$ cat src/hw/rtl/exec_image_table_validator_defines.svh
// ----------------------------------------------------------------------------
// Image table validator assertion macros
// Concurrent assertion helpers for the validator controller.
// ----------------------------------------------------------------------------
`ifndef EXEC_IMAGE_TABLE_VALIDATOR_DEFINES_SVH
`define EXEC_IMAGE_TABLE_VALIDATOR_DEFINES_SVH

// Implication checked on every rising edge outside reset.
`define EITV_ASSERT_IMPL(label, clk, rst_n, ante, cons) \
	label: assert property (@(posedge clk) disable iff (!rst_n) (ante) |-> (cons)) \
		else $error("assertion failed");

// Implication with the consequent checked in the cycle after the antecedent.
`define EITV_ASSERT_NEXT(label, clk, rst_n, ante, cons) \
	label: assert property (@(posedge clk) disable iff (!rst_n) (ante) |=> (cons)) \
		else $error("assertion failed");

`endif

$ cat src/hw/rtl/eitv_pkg.sv
// ----------------------------------------------------------------------------
// Image table validator package
// Types, constants and status codes shared by the validator modules.
// ----------------------------------------------------------------------------
package eitv_pkg;

	localparam int MaxSections = 16;
	localparam int IdxW = $clog2(MaxSections);
	localparam int CntW = 8;

	localparam logic [32:0] ImgSizeLimit = 33'h004000000;
	localparam logic [63:0] ResvLo = 64'h0000_0000_8000_0000;
	localparam logic [63:0] ResvHi = 64'h0000_0000_D000_0000;

	localparam int FlagZero = 0;
	localparam int FlagExec = 1;
	localparam int FlagWrite = 2;

	typedef enum logic [2:0] {
		ST_OK    = 3'd0,
		ST_HDR   = 3'd1,
		ST_MAGIC = 3'd2,
		ST_ARCH  = 3'd3,
		ST_SEC   = 3'd4,
		ST_OVF   = 3'd5,
		ST_OVL   = 3'd6,
		ST_ENTRY = 3'd7
	} status_t;

	typedef enum logic [2:0] {
		REG_MAGIC   = 3'd0,
		REG_VERSION = 3'd1,
		REG_ARCH    = 3'd2,
		REG_MIN     = 3'd3,
		REG_MAX     = 3'd4
	} reg_idx_t;

	typedef enum logic [2:0] {
		S_IDLE,
		S_COLLECT,
		S_CHECK,
		S_PAIR,
		S_ENTRY,
		S_RESULT
	} state_t;

	// Controller to datapath.
	typedef struct packed {
		logic             hdr_load;
		logic             sec_write;
		logic [IdxW-1:0]  wr_idx;
		logic             rd_a;
		logic [IdxW-1:0]  idx_a;
		logic             rd_b;
		logic [IdxW-1:0]  idx_b;
		logic             clr_exec;
	} dp_cmd_t;

	// Datapath to controller; entry fields are valid the cycle after a read, hdr_status is combinational.
	typedef struct packed {
		status_t hdr_status;
		status_t sec_status;
		logic    overlap;
		logic    entry_hit;
		logic    any_exec;
	} dp_stat_t;

endpackage

$ cat src/hw/rtl/eitv_datapath.sv
// ----------------------------------------------------------------------------
// Image table validator datapath
// Header checks, section table memory and the per-section and pairwise tests.
// ----------------------------------------------------------------------------
module eitv_datapath import eitv_pkg::*; (
	input  logic        clk,
	input  logic        arst_n,
	input  dp_cmd_t     cmd,
	input  logic [63:0] addr_word,
	input  logic [31:0] size_word,
	input  logic [31:0] offset_word,
	input  logic [31:0] length_word,
	input  logic [31:0] magic_word,
	input  logic [7:0]  hdr_version,
	input  logic [15:0] arch_code,
	input  logic [7:0]  section_total,
	input  logic [2:0]  section_flags,
	input  logic [31:0] cfg_magic,
	input  logic [7:0]  cfg_version,
	input  logic [15:0] cfg_arch,
	input  logic [63:0] cfg_min,
	input  logic [63:0] cfg_max,
	output dp_stat_t    stat
);

	logic [31:0] vstart_mem [MaxSections];
	logic [31:0] vsize_mem  [MaxSections];
	logic [31:0] roff_mem   [MaxSections];
	logic [31:0] rsize_mem  [MaxSections];
	logic [2:0]  attr_mem   [MaxSections];

	logic [31:0] img_size_q, entry_q, file_size_q;
	logic [31:0] a_start_q, a_size_q, a_roff_q, a_rsize_q;
	logic [2:0]  a_attr_q;
	logic [31:0] b_start_q, b_size_q;
	logic        any_exec_q;

	// Header checks, all evaluated side by side and prioritized.
	logic [63:0] base;
	logic [64:0] end_x;
	logic [63:0] end_w;
	status_t     hdr_st;

	assign base = addr_word;
	assign end_x = {1'b0, addr_word} + {33'd0, size_word};
	assign end_w = end_x[63:0];

	always_comb begin
		hdr_st = ST_OK;
		if (magic_word != cfg_magic) hdr_st = ST_MAGIC;
		else if (hdr_version != cfg_version) hdr_st = ST_HDR;
		else if (arch_code != cfg_arch) hdr_st = ST_ARCH;
		else if (section_total == '0 || {24'd0, section_total} > 32'(MaxSections))
			hdr_st = ST_HDR;
		else if (size_word == '0 || {1'b0, size_word} > ImgSizeLimit) hdr_st = ST_HDR;
		else if (base < cfg_min) hdr_st = ST_SEC;
		else if (end_x[64] || end_w > cfg_max) hdr_st = ST_OVF;
		else if ((base >= ResvLo && base < ResvHi) || (end_w > ResvLo && end_w <= ResvHi))
			hdr_st = ST_SEC;
		else if (base[11:0] != 12'd0) hdr_st = ST_HDR;
	end

	assign stat.hdr_status = hdr_st;

	always_ff @(posedge clk) begin
		if (cmd.hdr_load) begin
			img_size_q <= size_word;
			entry_q <= offset_word;
			file_size_q <= length_word;
		end
		if (cmd.sec_write) begin
			vstart_mem[cmd.wr_idx] <= addr_word[31:0];
			vsize_mem[cmd.wr_idx] <= size_word;
			roff_mem[cmd.wr_idx] <= offset_word;
			rsize_mem[cmd.wr_idx] <= length_word;
			attr_mem[cmd.wr_idx] <= section_flags;
		end
		if (cmd.rd_a) begin
			a_start_q <= vstart_mem[cmd.idx_a];
			a_size_q <= vsize_mem[cmd.idx_a];
			a_roff_q <= roff_mem[cmd.idx_a];
			a_rsize_q <= rsize_mem[cmd.idx_a];
			a_attr_q <= attr_mem[cmd.idx_a];
		end
		if (cmd.rd_b) begin
			b_start_q <= vstart_mem[cmd.idx_b];
			b_size_q <= vsize_mem[cmd.idx_b];
		end
	end

	// Per-section checks on the A entry.
	logic [32:0] a_end, b_end, f_end;
	status_t sec_st;

	assign a_end = {1'b0, a_start_q} + {1'b0, a_size_q};
	assign b_end = {1'b0, b_start_q} + {1'b0, b_size_q};
	assign f_end = {1'b0, a_roff_q} + {1'b0, a_rsize_q};

	always_comb begin
		sec_st = ST_OK;
		if (!a_attr_q[FlagZero] && f_end > {1'b0, file_size_q}) sec_st = ST_OVF;
		else if (a_attr_q[FlagZero] && a_rsize_q != '0) sec_st = ST_HDR;
		else if (a_end > {1'b0, img_size_q}) sec_st = ST_OVF;
		else if (a_rsize_q > a_size_q) sec_st = ST_HDR;
		else if (a_attr_q[FlagExec] && a_attr_q[FlagWrite]) sec_st = ST_SEC;
	end

	assign stat.sec_status = sec_st;
	assign stat.overlap = ({1'b0, a_start_q} < b_end) && ({1'b0, b_start_q} < a_end);
	assign stat.entry_hit = a_attr_q[FlagExec] && entry_q >= a_start_q
		&& {1'b0, entry_q} < a_end;

	always_ff @(posedge clk or negedge arst_n) begin
		if (!arst_n) begin
			any_exec_q <= 1'b0;
		end else if (cmd.clr_exec) begin
			any_exec_q <= 1'b0;
		end else if (cmd.rd_a) begin
			any_exec_q <= any_exec_q | attr_mem[cmd.idx_a][FlagExec];
		end
	end

	assign stat.any_exec = any_exec_q;

endmodule

$ cat src/hw/rtl/eitv_ctrl.sv
// ----------------------------------------------------------------------------
// Image table validator controller
// Sequences header intake, section collection and the table check passes.
// ----------------------------------------------------------------------------
`include "exec_image_table_validator_defines.svh"

module eitv_ctrl import eitv_pkg::*; (
	input  logic       clk,
	input  logic       arst_n,
	input  logic       in_fire,
	input  logic       in_op,
	input  logic [7:0] section_total,
	output logic       in_ready,
	input  logic       out_ready,
	output logic       out_valid,
	output logic [2:0] out_status,
	output dp_cmd_t    cmd,
	input  dp_stat_t   stat
);

	state_t state_q, state_d;
	logic [CntW-1:0] expect_q, recv_q;
	logic [IdxW-1:0] i_q, j_q;
	logic [CntW-1:0] i_d_w, j_d_w;
	logic [IdxW-1:0] i_d, j_d;
	logic [CntW-1:0] expect_d, recv_d;
	logic [2:0] status_q, status_d;
	logic       pend_q, pend_d;
	logic       last_q, last_d;

	// pend_q marks the cycle after a read, when stat reflects the entry.
	always_ff @(posedge clk or negedge arst_n) begin
		if (!arst_n) begin
			state_q <= S_IDLE;
			expect_q <= '0;
			recv_q <= '0;
			i_q <= '0;
			j_q <= '0;
			status_q <= ST_OK;
			pend_q <= 1'b0;
			last_q <= 1'b0;
		end else begin
			state_q <= state_d;
			expect_q <= expect_d;
			recv_q <= recv_d;
			i_q <= i_d;
			j_q <= j_d;
			status_q <= status_d;
			pend_q <= pend_d;
			last_q <= last_d;
		end
	end

	assign in_ready = (state_q == S_IDLE) || (state_q == S_COLLECT);
	assign out_valid = (state_q == S_RESULT);
	assign out_status = status_q;

	always_comb begin
		state_d = state_q;
		expect_d = expect_q;
		recv_d = recv_q;
		i_d_w = {{(CntW-IdxW){1'b0}}, i_q};
		j_d_w = {{(CntW-IdxW){1'b0}}, j_q};
		status_d = status_q;
		pend_d = 1'b0;
		last_d = last_q;
		cmd = '0;
		cmd.wr_idx = recv_q[IdxW-1:0];
		cmd.idx_a = i_q;
		cmd.idx_b = j_q;
		unique case (state_q)
			S_IDLE, S_COLLECT: begin
				if (in_fire && !in_op) begin
					if (stat.hdr_status != ST_OK) begin
						status_d = stat.hdr_status;
						state_d = S_RESULT;
					end else begin
						cmd.hdr_load = 1'b1;
						expect_d = section_total;
						recv_d = '0;
						state_d = S_COLLECT;
					end
				end else if (in_fire && state_q == S_COLLECT) begin
					cmd.sec_write = 1'b1;
					recv_d = recv_q + 1'b1;
					if (recv_d >= expect_q) begin
						state_d = S_CHECK;
						i_d_w = '0;
						cmd.clr_exec = 1'b1;
					end
				end
			end
			S_CHECK: begin
				// Read entry i; the cycle after, test it.
				if (!pend_q) begin
					cmd.rd_a = 1'b1;
					pend_d = 1'b1;
				end else if (stat.sec_status != ST_OK) begin
					status_d = stat.sec_status;
					state_d = S_RESULT;
				end else if ({{(CntW-IdxW){1'b0}}, i_q} + 1'b1 < expect_q) begin
					j_d_w = {{(CntW-IdxW){1'b0}}, i_q} + 1'b1;
					state_d = S_PAIR;
				end else begin
					state_d = S_ENTRY;
					i_d_w = '0;
				end
			end
			S_PAIR: begin
				if (!pend_q) begin
					cmd.rd_b = 1'b1;
					pend_d = 1'b1;
					last_d = ({{(CntW-IdxW){1'b0}}, j_q} + 1'b1 >= expect_q);
				end else if (stat.overlap) begin
					status_d = ST_OVL;
					state_d = S_RESULT;
				end else if (last_q) begin
					i_d_w = {{(CntW-IdxW){1'b0}}, i_q} + 1'b1;
					state_d = S_CHECK;
				end else begin
					j_d_w = {{(CntW-IdxW){1'b0}}, j_q} + 1'b1;
				end
			end
			S_ENTRY: begin
				if (!stat.any_exec) begin
					status_d = ST_ENTRY;
					state_d = S_RESULT;
				end else if (!pend_q) begin
					cmd.rd_a = 1'b1;
					pend_d = 1'b1;
					last_d = ({{(CntW-IdxW){1'b0}}, i_q} + 1'b1 >= expect_q);
				end else if (stat.entry_hit) begin
					status_d = ST_OK;
					state_d = S_RESULT;
				end else if (last_q) begin
					status_d = ST_ENTRY;
					state_d = S_RESULT;
				end else begin
					i_d_w = {{(CntW-IdxW){1'b0}}, i_q} + 1'b1;
				end
			end
			S_RESULT: begin
				if (out_ready) state_d = S_IDLE;
			end
			default: state_d = S_IDLE;
		endcase
		i_d = i_d_w[IdxW-1:0];
		j_d = j_d_w[IdxW-1:0];
	end

	`EITV_ASSERT_IMPL(a_no_accept_busy, clk, arst_n, in_fire, in_ready)
	`EITV_ASSERT_NEXT(a_out_hold, clk, arst_n, out_valid && !out_ready, out_valid && $stable(out_status))
	`EITV_ASSERT_IMPL(a_write_in_range, clk, arst_n, cmd.sec_write, recv_q < expect_q)
	`EITV_ASSERT_NEXT(a_hdr_fail_result, clk, arst_n, in_fire && !in_op && stat.hdr_status != ST_OK, out_valid)

endmodule

$ cat src/hw/rtl/exec_image_table_validator.sv
// ----------------------------------------------------------------------------
// Executable image table validator
// Checks an image header, collects its section table and reports one status.
// ----------------------------------------------------------------------------
// Channel   Direction  Content
// s_axis    in         header or section item (tuser = operation)
// m_axis    out        3-bit status per finished check
// apb       in         five configuration registers at 8*i
//
// A header is checked in the cycle it is accepted; a failure is shown next cycle.
// Sections are taken one per cycle; the table check then reads the section
// memory one entry at a time and tests each entry before the next is read.
// Input is not taken while a table is checked or a status waits on m_axis.
// Reset clears control state and loads the register reset values.
module exec_image_table_validator import eitv_pkg::*; (
	input  logic         clk,
	input  logic         arst_n,
	input  logic         s_axis_tvalid,
	output logic         s_axis_tready,
	// tdata: addr_word, size_word, offset_word, length_word, magic_word,
	// hdr_version, arch_code, section_total, section_flags (lowest first)
	input  logic [231:0] s_axis_tdata,
	// tuser: operation
	input  logic         s_axis_tuser,
	output logic         m_axis_tvalid,
	input  logic         m_axis_tready,
	// tdata: status
	output logic [7:0]   m_axis_tdata,
	input  logic         psel,
	input  logic         penable,
	input  logic         pwrite,
	input  logic [5:0]   paddr,
	input  logic [63:0]  pwdata,
	output logic [63:0]  prdata,
	output logic         pready
);

	logic [31:0] magic_q;
	logic [7:0]  version_q;
	logic [15:0] arch_q;
	logic [63:0] min_q, max_q;
	reg_idx_t    reg_sel;
	logic        cfg_wr;

	assign pready = 1'b1;
	assign reg_sel = reg_idx_t'(paddr[5:3]);
	assign cfg_wr = psel && penable && pwrite;

	always_ff @(posedge clk or negedge arst_n) begin
		if (!arst_n) begin
			magic_q <= '0;
			version_q <= 8'd1;
			arch_q <= '0;
			min_q <= 64'd4096;
			max_q <= 64'h0000_7FFF_FFFF_FFFF;
		end else if (cfg_wr && paddr[2:0] == 3'd0) begin
			unique case (reg_sel)
				REG_MAGIC:   magic_q <= pwdata[31:0];
				REG_VERSION: version_q <= pwdata[7:0];
				REG_ARCH:    arch_q <= pwdata[15:0];
				REG_MIN:     min_q <= pwdata;
				REG_MAX:     max_q <= pwdata;
				default: ;
			endcase
		end
	end

	always_comb begin
		prdata = '0;
		unique case (reg_sel)
			REG_MAGIC:   prdata = {32'd0, magic_q};
			REG_VERSION: prdata = {56'd0, version_q};
			REG_ARCH:    prdata = {48'd0, arch_q};
			REG_MIN:     prdata = min_q;
			REG_MAX:     prdata = max_q;
			default:     prdata = '0;
		endcase
	end

	dp_cmd_t  cmd;
	dp_stat_t stat;
	logic     in_fire;
	logic [2:0] status;

	assign in_fire = s_axis_tvalid && s_axis_tready;
	assign m_axis_tdata = {5'd0, status};

	eitv_ctrl u_ctrl (
		.clk(clk),
		.arst_n(arst_n),
		.in_fire(in_fire),
		.in_op(s_axis_tuser),
		.section_total(s_axis_tdata[223:216]),
		.in_ready(s_axis_tready),
		.out_ready(m_axis_tready),
		.out_valid(m_axis_tvalid),
		.out_status(status),
		.cmd(cmd),
		.stat(stat)
	);

	eitv_datapath u_dp (
		.clk(clk),
		.arst_n(arst_n),
		.cmd(cmd),
		.addr_word(s_axis_tdata[63:0]),
		.size_word(s_axis_tdata[95:64]),
		.offset_word(s_axis_tdata[127:96]),
		.length_word(s_axis_tdata[159:128]),
		.magic_word(s_axis_tdata[191:160]),
		.hdr_version(s_axis_tdata[199:192]),
		.arch_code(s_axis_tdata[215:200]),
		.section_total(s_axis_tdata[223:216]),
		.section_flags(s_axis_tdata[226:224]),
		.cfg_magic(magic_q),
		.cfg_version(version_q),
		.cfg_arch(arch_q),
		.cfg_min(min_q),
		.cfg_max(max_q),
		.stat(stat)
	);

endmodule
$ cat config.mk
export PLATFORM = sky130hd
export DESIGN_NAME = exec_image_table_validator
export DESIGN_NICKNAME = d
export VERILOG_FILES = /design/src/hw/rtl/eitv_pkg.sv /design/src/hw/rtl/eitv_datapath.sv /design/src/hw/rtl/eitv_ctrl.sv /design/src/hw/rtl/exec_image_table_validator.sv
export VERILOG_INCLUDE_DIRS = /design/src /design/src/hw/rtl
export SDC_FILE = /design/constraint.sdc
export NUM_CORES = 2
export LEC_CHECK = 0
export BUFFER_PORTS_ARGS = -buffer_cell sky130_fd_sc_hd__buf_2
export CORE_MARGIN = 1.5
export CORE_UTILIZATION = 55
export CTS_CLUSTER_SIZE = 14
export DETAILED_ROUTE_END_ITERATION = 12
export HOLD_SLACK_MARGIN = 0.05
export PLACE_DENSITY = 0.72
export SYNTH_ARGS = -nofsm -noshare
export SYNTH_HDL_FRONTEND = slang
export SYNTH_HIERARCHICAL = 1
export SYNTH_SLANG_ARGS = --single-unit
export TNS_END_PERCENT = 30
$ cat constraint.sdc
create_clock -name clk -period 32.2 [get_ports clk]
set_input_delay 4.83 -clock clk [delete_from_list [all_inputs] [get_ports clk]]
set_output_delay 4.83 -clock clk [all_outputs]
set_load 0.05 [all_outputs]
==> flow_metrics.env <==
export IMPL_antenna_found_initial=59
export IMPL_min_path_type="reg2reg"
export IMPL_grt_overflow_total=0
export IMPL_drc=0
export IMPL_worst_ep_arrival_time_ns=15.19
export IMPL_clock_path_buffers=4
export IMPL_routed_via_density=6.75
export IMPL_grt_max_degree=136
export IMPL_grt_pass1_wl_um=501000
export IMPL_numPortBuffers=373
export IMPL_clk_pin_slew_worst_paths_ns=0.06
export IMPL_hold_buffers=0
export IMPL_timing_rr_start="u_dp/a_size_q[0]$_DFFE_PP_"
export IMPL_worstHoldEndpoint="u_ctrl/out_status[1]$_DFFE_PN0P_"
export IMPL_grt_use_total_pct=31.0
export IMPL_ys_types=105
export IMPL_hpwl_um=213000
export IMPL_die_area_um2=226000
export IMPL_ys_warn_count=6
export IMPL_finalSetupViolCount=0
export IMPL_initial_core_util_pct=55.3
export IMPL_period_minus_slack_ns=14.68
export IMPL_tns_ns=0
export IMPL_dr_pass1_iters=5
export IMPL_drt_wl_total_um=349000
export IMPL_synth_compound_area_share_pct=4.92
export IMPL_nets=8217
export IMPL_insertion_delay_ns=0.96
export IMPL_postSynthAreaPerCell_um2=17.7
export IMPL_synth_common_cells="edfxtp_1 (2387), mux4_2 (959), ha_1 (495), inv_1 (354), a21oi_1 (215)"
export IMPL_drtIter0Drc=8203
export IMPL_post_cts_buffers=0
export IMPL_slew_violations=0
export IMPL_ys_ff_latch=2604
export IMPL_leakage_nw=47.3
export IMPL_cts_resized=0
export IMPL_worst_slew_pin_slew_ns=1.23
export IMPL_wl_per_cell_um=33.0
export IMPL_synthAdderAreaFrac_pct=5.11
export IMPL_muxShareOfSynthArea_pct=19.8
export IMPL_slew_headroom_pct=18.1
export IMPL_worst_slack_ns=17.52
export IMPL_syn_inst=6942
export IMPL_synth_most_common_cell="edfxtp_1"
export IMPL_synth_top_cell_by_area="edfxtp_1"
export IMPL_vias=71501
export IMPL_ir_worst_vdd_mv=0.0561
export IMPL_yosys_area_share_xor_xnor_pct=1.48
export IMPL_yosys_most_used_dff="edfxtp_1"
export IMPL_reg2reg_to="u_ctrl/i_q[0]$_DFFE_PN0P_"
export IMPL_synth_top_area_share_pct=58.3
export IMPL_hold_depth=1
export IMPL_drive_above_1_share_pct=27.5
export IMPL_root_buffer="clkbuf_16"
export IMPL_powerDensity_nw_per_um2=72.2
export IMPL_fin_crit_sh_pct=45.6
export IMPL_core_area_um2=222000
export IMPL_final_antenna_net_count=0
export IMPL_critical_path_class="in2reg"
export IMPL_maxCapViolations=0
export IMPL_syn_to_final_growth_pct=11.6
export IMPL_grt_pass1_vias=72525
export IMPL_min_delay_start="u_ctrl/out_status[1]$_DFFE_PN0P_"
export IMPL_r2r_slack_ns=24.29
export IMPL_post_route_util_pct=61.8
export IMPL_synthArstFlopShare_pct=8.33
export IMPL_synth_top_family_by_area="multiplexers"
export IMPL_synth_seq_area_share_pct=62.8
export IMPL_h_tree_depth=5
export IMPL_max_freq_ghz=0.0681
export IMPL_cts_tree="done"
export IMPL_hold_viol_final=0
export IMPL_path_max_fanout=48
export IMPL_status="complete, no violations"
export IMPL_clkSinkCount=2604
export IMPL_netlist_area_um2=123000
export IMPL_rsz0062_at_grt="false"
export IMPL_die_y_um=476
export IMPL_fillCellCount=15734
export IMPL_gp_congestion=0.983
export IMPL_r2r_cells=27
export IMPL_synth_edf_count=2387
export IMPL_synthTopCellsByArea="edfxtp_1 (58%), mux4_2 (18%), ha_1 (5.0%)"
export IMPL_fin_skew_ns=0.0768
export IMPL_fp_dieW_um=476
export IMPL_fp_row_count=173
export IMPL_io_pins=385
export IMPL_end_kind="flop"
export IMPL_crit_required_ns=32.71
export IMPL_start_kind="primary input"
export IMPL_dp_slack_ns=17.04
export IMPL_numCtsBuffers=286
export IMPL_synth_simple_area_share_pct=3.75
==> area by class of cell <==
type / instances / area, µm² / area share, %
clock buffers: 344 / 7620 / 5.55
clock inverters: 136 / 1120 / 0.820
well taps: 2975 / 3720 / 2.71
inverters: 358 / 1350 / 0.981
diodes: 21 / 52.6 / 0.0383
multi-input cells: 3683 / 43300 / 31.6
repair buffers: 475 / 2820 / 2.05
flip-flops and latches: 2604 / 77200 / 56.3
==> layer usage <==
layer | vias up | GRT usage [%] | routed length, µm
met5 | - | 0 | 368
met4 | 58 | 13.2 | 16400
met3 | 747 | 5.31 | 29500
met2 | 3880 | 51.0 | 172000
met1 | 37376 | 41.0 | 131000
li1 | 29440 | - | -
==> worst max-delay path, cell delays in order <==
cell and delay, ns:
buf_2 0.51, ha_1 0.33, inv_1 0.07, fa_1 0.41, nor2b_1 0.23, o31a_1 0.36, o211ai_1 0.21, a311oi_2 0.53
a21oi_2 0.27, nor2_1 0.71, nand3_1 0.35, xnor2_1 0.21, ha_1 0.30, nand4_1 0.08, or2_2 0.32, or3_1 0.37
o311ai_0 0.76, nand3_1 0.42, nor4_1 0.45, o21ai_0 0.13, o211a_1 0.31, nor3_1 0.51, nand4_1 0.46, inv_4 0.42
buf_4 0.66, buf_4 0.81
==> state kept, by name, indices dropped and copies added (netlist names), 32 cells and up <==
register	cells
u_dp/a_start_q	32
u_dp/a_rsize_q	32
min_q	64
u_dp/file_size_q	32
u_dp/entry_q	32
u_dp/img_size_q	32
u_dp/a_size_q	32
u_dp/attr_mem	48
magic_q	32
u_dp/b_start_q	32
u_dp/vsize_mem	512
u_dp/vstart_mem	512
u_dp/rsize_mem	512
u_dp/roff_mem	512
u_dp/b_size_q	32
u_dp/a_roff_q	32
max_q	64
==> how the worst max path moves through the flow <==
| stage | start | endpoint | slack [ns] | cells after the start |
|---|---|---|---|---|
| detailed placement | s_axis_tdata[64] | u_dp/file_size_q[6]$_DFFE_PP_ | 17.04 | 26 |
| global route | s_axis_tdata[64] | u_dp/file_size_q[2]$_DFFE_PP_ | 17.41 | 26 |
| CTS | s_axis_tdata[64] | u_dp/file_size_q[2]$_DFFE_PP_ | 17.98 | 26 |
| floorplan | s_axis_tvalid | u_dp/attr_mem[0][0]$_DFFE_PP_ | 16.69 | 5 |
| global placement | s_axis_tdata[64] | u_dp/file_size_q[17]$_DFFE_PP_ | 17.19 | 26 |
| finish | s_axis_tdata[64] | u_dp/file_size_q[2]$_DFFE_PP_ | 17.52 | 26 |
==> cells in the final DEF, fill, tap and decap left out, drive strengths merged, types with 179 or more instances in the layout <==
cell,count
a21oi,220
ha,495
buf,474
nand2,179
clkbuf,345
inv,363
mux4,959
edfxtp,2387
mux2,204
==> logic make-up after synthesis <==
| logic type | after synthesis |
|---|---|
| compound gates | 901 |
| buf+inv | 659 |
| mux | 1209 |
| fa+ha+maj | 499 |
| xor+xnor | 207 |
| flops | 2604 |
| simple gates | 860 |
| other cells | 3 |
==> per-stage QoR <==
| step | power (mW) | hold WS [ns] | area [µm²] | cells |
|---|---|---|---|---|
| floorplan | 6.01 | 0.463 | 123000 | 6946 |
| global placement | 6.76 | 0.470 | 128000 | 10095 |
| detailed placement | 6.83 | 0.472 | 128000 | 10095 |
| CTS | 9.94 | 0.492 | 137000 | 10575 |
| global route | 10.3 | 0.517 | 137000 | 10581 |
| finish | 9.91 | 0.493 | 137000 | 10596 |
==> where the power goes <==
part | internal [mW] | switching (mW)
clock network | 1.81 | 1.31
logic | 1.25 | 1.47
registers | 3.86 | 0.208
Note: power is estimated with default switching activity, not from simulation.
